==> src/prr_pkg.sv <==
`timescale 1ns / 1ps

package prr_pkg;

	// Signed width for cell coordinates and candidate cells. It holds an
	// 11-bit point plus a ring offset of up to 256 cells, and it compares
	// against grid sizes of up to 4096 cells.
	localparam int COORD_W = 14;

	// Width in which the ring limit is saturated against MAX_RINGS.
	localparam int RING_CALC_W = 10;

	// Special cell costs.
	localparam logic [7:0] COST_INSCRIBED = 8'd253;
	localparam logic [7:0] COST_LETHAL    = 8'd254;
	localparam logic [7:0] COST_UNKNOWN   = 8'd255;

	// Configuration register indexes.
	localparam logic [1:0] CFG_GRID_WIDTH     = 2'd0;
	localparam logic [1:0] CFG_GRID_HEIGHT    = 2'd1;
	localparam logic [1:0] CFG_SEARCH_RINGS   = 2'd2;
	localparam logic [1:0] CFG_FREE_THRESHOLD = 2'd3;

	typedef enum logic [1:0] {
		ST_KEPT    = 2'd0,
		ST_MOVED   = 2'd1,
		ST_SKIPPED = 2'd2
	} status_t;

	// Datapath operation selected by one control word.
	typedef enum logic [2:0] {
		OP_NONE,
		OP_LOAD,
		OP_READ_CENTER,
		OP_INIT_RING,
		OP_SCAN
	} op_t;

	// Condition that picks the next step.
	typedef enum logic [2:0] {
		CND_ACCEPT_CHECK,
		CND_OFF_GRID,
		CND_BLOCKED,
		CND_NO_RINGS,
		CND_SCAN_RUN,
		CND_HIT,
		CND_OUT_FREE
	} cond_t;

	typedef logic [3:0] upc_t;

	localparam upc_t UPC_IDLE   = 4'd0;
	localparam upc_t UPC_CHECK  = 4'd1;
	localparam upc_t UPC_CENTER = 4'd2;
	localparam upc_t UPC_RINGS  = 4'd3;
	localparam upc_t UPC_SCAN   = 4'd4;
	localparam upc_t UPC_DECIDE = 4'd5;
	localparam upc_t UPC_KEEP   = 4'd6;
	localparam upc_t UPC_MOVE   = 4'd7;
	localparam upc_t UPC_SKIP   = 4'd8;

	// Control outputs of the sequencer toward the datapath.
	typedef struct packed {
		logic    in_rdy;
		op_t     op;
		logic    emit;
		status_t emit_status;
	} ctrl_t;

	// Status flags from the datapath toward the sequencer.
	typedef struct packed {
		logic accept_check;
		logic off_grid;
		logic blocked;
		logic no_rings;
		logic scan_run;
		logic hit;
		logic out_free;
	} flags_t;

	typedef struct packed {
		ctrl_t ctrl;
		cond_t cond;
		upc_t  tgt_true;
		upc_t  tgt_false;
	} uword_t;

	// The microprogram. Each step issues its control and branches on one flag.
	function automatic uword_t ucode_rom(input upc_t pc);
		uword_t w;
		w = '{ctrl: '{in_rdy: 1'b0, op: OP_NONE, emit: 1'b0, emit_status: ST_SKIPPED},
			cond: CND_OUT_FREE, tgt_true: UPC_IDLE, tgt_false: UPC_IDLE};
		case (pc)
			UPC_IDLE: begin
				w.ctrl.in_rdy = 1'b1;
				w.ctrl.op = OP_LOAD;
				w.cond = CND_ACCEPT_CHECK;
				w.tgt_true = UPC_CHECK;
				w.tgt_false = UPC_IDLE;
			end
			UPC_CHECK: begin
				w.ctrl.op = OP_READ_CENTER;
				w.cond = CND_OFF_GRID;
				w.tgt_true = UPC_SKIP;
				w.tgt_false = UPC_CENTER;
			end
			UPC_CENTER: begin
				w.ctrl.op = OP_INIT_RING;
				w.cond = CND_BLOCKED;
				w.tgt_true = UPC_RINGS;
				w.tgt_false = UPC_KEEP;
			end
			UPC_RINGS: begin
				w.cond = CND_NO_RINGS;
				w.tgt_true = UPC_SKIP;
				w.tgt_false = UPC_SCAN;
			end
			UPC_SCAN: begin
				w.ctrl.op = OP_SCAN;
				w.cond = CND_SCAN_RUN;
				w.tgt_true = UPC_SCAN;
				w.tgt_false = UPC_DECIDE;
			end
			UPC_DECIDE: begin
				w.cond = CND_HIT;
				w.tgt_true = UPC_MOVE;
				w.tgt_false = UPC_SKIP;
			end
			UPC_KEEP: begin
				w.ctrl.emit = 1'b1;
				w.ctrl.emit_status = ST_KEPT;
				w.cond = CND_OUT_FREE;
				w.tgt_true = UPC_IDLE;
				w.tgt_false = UPC_KEEP;
			end
			UPC_MOVE: begin
				w.ctrl.emit = 1'b1;
				w.ctrl.emit_status = ST_MOVED;
				w.cond = CND_OUT_FREE;
				w.tgt_true = UPC_IDLE;
				w.tgt_false = UPC_MOVE;
			end
			UPC_SKIP: begin
				w.ctrl.emit = 1'b1;
				w.ctrl.emit_status = ST_SKIPPED;
				w.cond = CND_OUT_FREE;
				w.tgt_true = UPC_IDLE;
				w.tgt_false = UPC_SKIP;
			end
			default: begin
				w.cond = CND_OUT_FREE;
				w.tgt_true = UPC_IDLE;
				w.tgt_false = UPC_IDLE;
			end
		endcase
		return w;
	endfunction

endpackage

==> src/prr_seq.sv <==
`timescale 1ns / 1ps

module prr_seq (
	input  logic           clk,
	input  logic           arst_n,
	input  prr_pkg::flags_t flags,
	output prr_pkg::ctrl_t  ctrl
);
	import prr_pkg::*;

	upc_t   pc_q;
	uword_t word;
	logic   take;

	always_comb begin
		word = ucode_rom(pc_q);
		case (word.cond)
			CND_ACCEPT_CHECK: take = flags.accept_check;
			CND_OFF_GRID:     take = flags.off_grid;
			CND_BLOCKED:      take = flags.blocked;
			CND_NO_RINGS:     take = flags.no_rings;
			CND_SCAN_RUN:     take = flags.scan_run;
			CND_HIT:          take = flags.hit;
			CND_OUT_FREE:     take = flags.out_free;
			default:          take = 1'b0;
		endcase
	end

	assign ctrl = word.ctrl;

	always_ff @(posedge clk or negedge arst_n) begin
		if (!arst_n) begin
			pc_q <= UPC_IDLE;
		end else begin
			pc_q <= take ? word.tgt_true : word.tgt_false;
		end
	end

endmodule

==> config.mk <==
export PLATFORM = sky130hd
export DESIGN_NAME = prr_seq
export DESIGN_NICKNAME = d
export VERILOG_FILES = /design/src/prr_pkg.sv /design/src/prr_seq.sv
export SDC_FILE = /design/constraint.sdc
export NUM_CORES = 1
export LEC_CHECK = 0
export BUFFER_PORTS_ARGS = -buffer_cell sky130_fd_sc_hd__buf_4
export CORE_MARGIN = 2
export CORE_UTILIZATION = 30
export DETAILED_ROUTE_END_ITERATION = 8
export PLACE_DENSITY = 0.64
export SYNTH_ARGS = -nofsm -noshare
export SYNTH_HDL_FRONTEND = slang
export SYNTH_SLANG_ARGS = --single-unit
==> constraint.sdc <==
create_clock -name clk -period 1.9 [get_ports clk]
set_input_delay 0.285 -clock clk [delete_from_list [all_inputs] [get_ports clk]]
set_output_delay 0.285 -clock clk [all_outputs]
set_load 0.01 [all_outputs]
==> results.toml <==
[place]
place.gp.congestion = 0.802
dp_hpwl_microns = 697
port_buffers = 15

[cts]
cts.sinks = 4
ctsHoldBuffers = 1
clk_pin_slew_ns = 0.04
clk_latency_ns = 0.23
cts_resized = 0
cts_setup_buffers = 0
cts_root_buffer = "clkbuf_4"
cts_tree = "built"
clock_path_buffers = 2
h-tree-depth = 1
numCtsBuffers = 3

[setup_path]
worst-r2r-cell-count = 4
critPathSlowestCell = "dfrtp_1"
rr_endpoint = "pc_q[1]"
crit_arrival_ns = 1.38
crit_path_end_kind = "output port"
critPathKind = "reg2out"
reg2reg_slack_ns = 0.26
worstReg2RegStart = "pc_q[2]"
crit_chain = "inv_1 -> nor2_1 -> nand2_1 -> nor2_1 -> buf_4"
crit_required_ns = 1.62
cp_max_fo = 12
startpoint_type = "flop"
path_common_cell = "nor2_1"
critPathMaxStageDelay_ns = 0.53

[global_route]
grt_max_degree = 13
grt_antenna_before_repair = 0
grt_usage_pct = 11.8
grt_pass1_wl_microns = 1260
grt_pass1_vias = 335
overflow = 0

[timing]
setup_viol = 0
fmax_mhz = 599
finClkSkew_ns = 0.000221
layout_min_cycle_time_ns = 1.67
fin_tns_setup_ns = 0
rsz0062_at_grt = "false"
final_max_slew_viol_count = 0
relSlewSlack_pct = 77.4
finalHoldViolations = 0
fin_crit_sh_pct = 87.8
tightest_slew_ns = 0.339

[die]
start_util_pct = 31.5
core_area_sq_mm = 0.00128
boundaryPins = 16
fp-row-count = 13
die_x_microns = 40.8
dieArea_sq_mm = 0.00166
die-height_microns = 40.8

[yosys]
synth-seq-cells = 4
ys_types = 27
synthCells = 53
synth_area_sq_um = 405
avgSynthCellArea_sq_um = 7.65
synth_nets = 62
seq_area_frac_synth_pct = 24.7
ys_warn_count = 0

[hold_path]
hold_path.class = "in2async"

[layout]
multi_input_area_sq_um = 251
top_register = "pc_q"
largest_register_ffs = 4
layout.area.seq_sq_um = 100
fillers = 130
area_growth_pct = 34.6
utilization_pct = 42.5
n_antenna_cell = 0
fin_nets = 81
layout-drive-gt1-share_pct = 35.7
reg.largest.list = "pc_q: 4 flops"

[route]
wl_microns = 922
ant_nets = 0
wire_per_inst_microns = 10.8
first_iter_violations = 4
remaining_drc_errors = 0
via_count = 435
first_pass_iters = 4
vias_per_cell = 5.12

[run_status]
status = "complete, no violations"

[job]
drv_cap = 0

[power]
power_density_mw_per_mm2 = 1430
p_leak_nw = 0.250
irDropWorstVdd_uv = 529
-- layout make-up --
| cell class | count | share of cell area (%) |
|---|---|---|
| Clock buffer | 3 | 4.13 |
| Inverter | 2 | 1.38 |
| Sequential cell | 4 | 18.3 |
| Timing Repair Buffer | 19 | 26.6 |
| Multi-Input combinational cell | 42 | 46.1 |
| Tap cell | 15 | 3.44 |
-- stage by stage --
stage / hold slack (ns) / instance area, sq um / setup WS, ns / power [W] / instances
floorplan: -0.0106 / 405 / 0.404 / 0.000540 / 53
finish: 0.388 / 546 / 0.232 / 0.000781 / 85
global placement: 0.0816 / 513 / 0.271 / 0.000685 / 81
CTS: 0.374 / 546 / 0.236 / 0.000789 / 85
detailed placement: 0.0815 / 513 / 0.266 / 0.000678 / 81
global route: 0.398 / 546 / 0.116 / 0.000852 / 85
-- critical path, delay by kind of cell, from the launching register on --
| kind | cells | cell delay (ns) |
|---|---|---|
| buffers and inverters | 2 | 0.27 |
| flip-flops | 1 | 0.53 |
| AND/OR/NAND/NOR | 3 | 0.35 |
-- cell usage in the layout (no fill, tap or decap), types with 2 or more instances in the layout --
master    synthesis  final
nand2_1           5      5
buf_4             0     18
mux2i_1           2      2
nand2b_1          2      2
o21ai_0           4      4
nor2_1            8      8
a21oi_1           2      2
dfrtp_1           4      4
inv_1             2      2
nor3_1            4      4
clkbuf_4          0      3
-- routing by layer --
metal	track usage (%)	up-vias	share of wire (%)
li1	-	221	-
met1	12.5	198	43
met2	20.2	14	49
met3	1.63	2	5.6
met4	10.0	0	1.5
met5	0	-	0
-- kinds of logic after synthesis --
kind of cell	after synthesis	synth area share, %
mux	2	4.94
xor+xnor	1	2.16
flops	4	24.7
simple gates	29	40.1
compound gates	10	14.8
buf+inv	7	13.3
-- synth_stat cells (all sizes together) --
cell | n | area (sq um)
and2b | 1 | 7.51
inv | 2 | 7.51
nor4 | 1 | 6.26
a21oi | 2 | 10.0
nor3b | 1 | 7.51
o32ai | 1 | 8.76
nor3 | 4 | 20.0
nor4b | 1 | 8.76
buf | 4 | 32.5
dfrtp | 4 | 100
xnor2 | 1 | 8.76
o21ai | 5 | 25.0
nand3 | 1 | 5.00
nand2 | 5 | 18.8
or4 | 1 | 11.3
nor2 | 8 | 30.0
and3 | 1 | 6.26
o31ai | 1 | 7.51
clkbuf | 1 | 13.8
or2b | 1 | 8.76
a32oi | 1 | 8.76
nand4 | 1 | 12.5
mux2i | 2 | 20.0
and2 | 1 | 7.51
nand2b | 2 | 12.5
-- report_power, final --
group | total [W] | switching (W) | internal (W)
registers | 0.000173 | 0.0000562 | 0.000117
logic | 0.000503 | 0.000257 | 0.000246
clock network | 0.000105 | 0.0000343 | 0.0000706
-- worst max path at each step --
stage | start | end | slack [ns] | depth (start not counted)
detailed placement | pc_q[0] | pc_q[1] | 0.27 | 5
finish | pc_q[2] | ctrl[0] | 0.23 | 5
CTS | pc_q[2] | ctrl[0] | 0.24 | 5
floorplan | pc_q[1] | pc_q[1] | 0.40 | 6
global route | pc_q[0] | pc_q[1] | 0.12 | 5
global placement | pc_q[2] | pc_q[1] | 0.27 | 4
No activity file was read; power rests on OpenSTA's default activity.
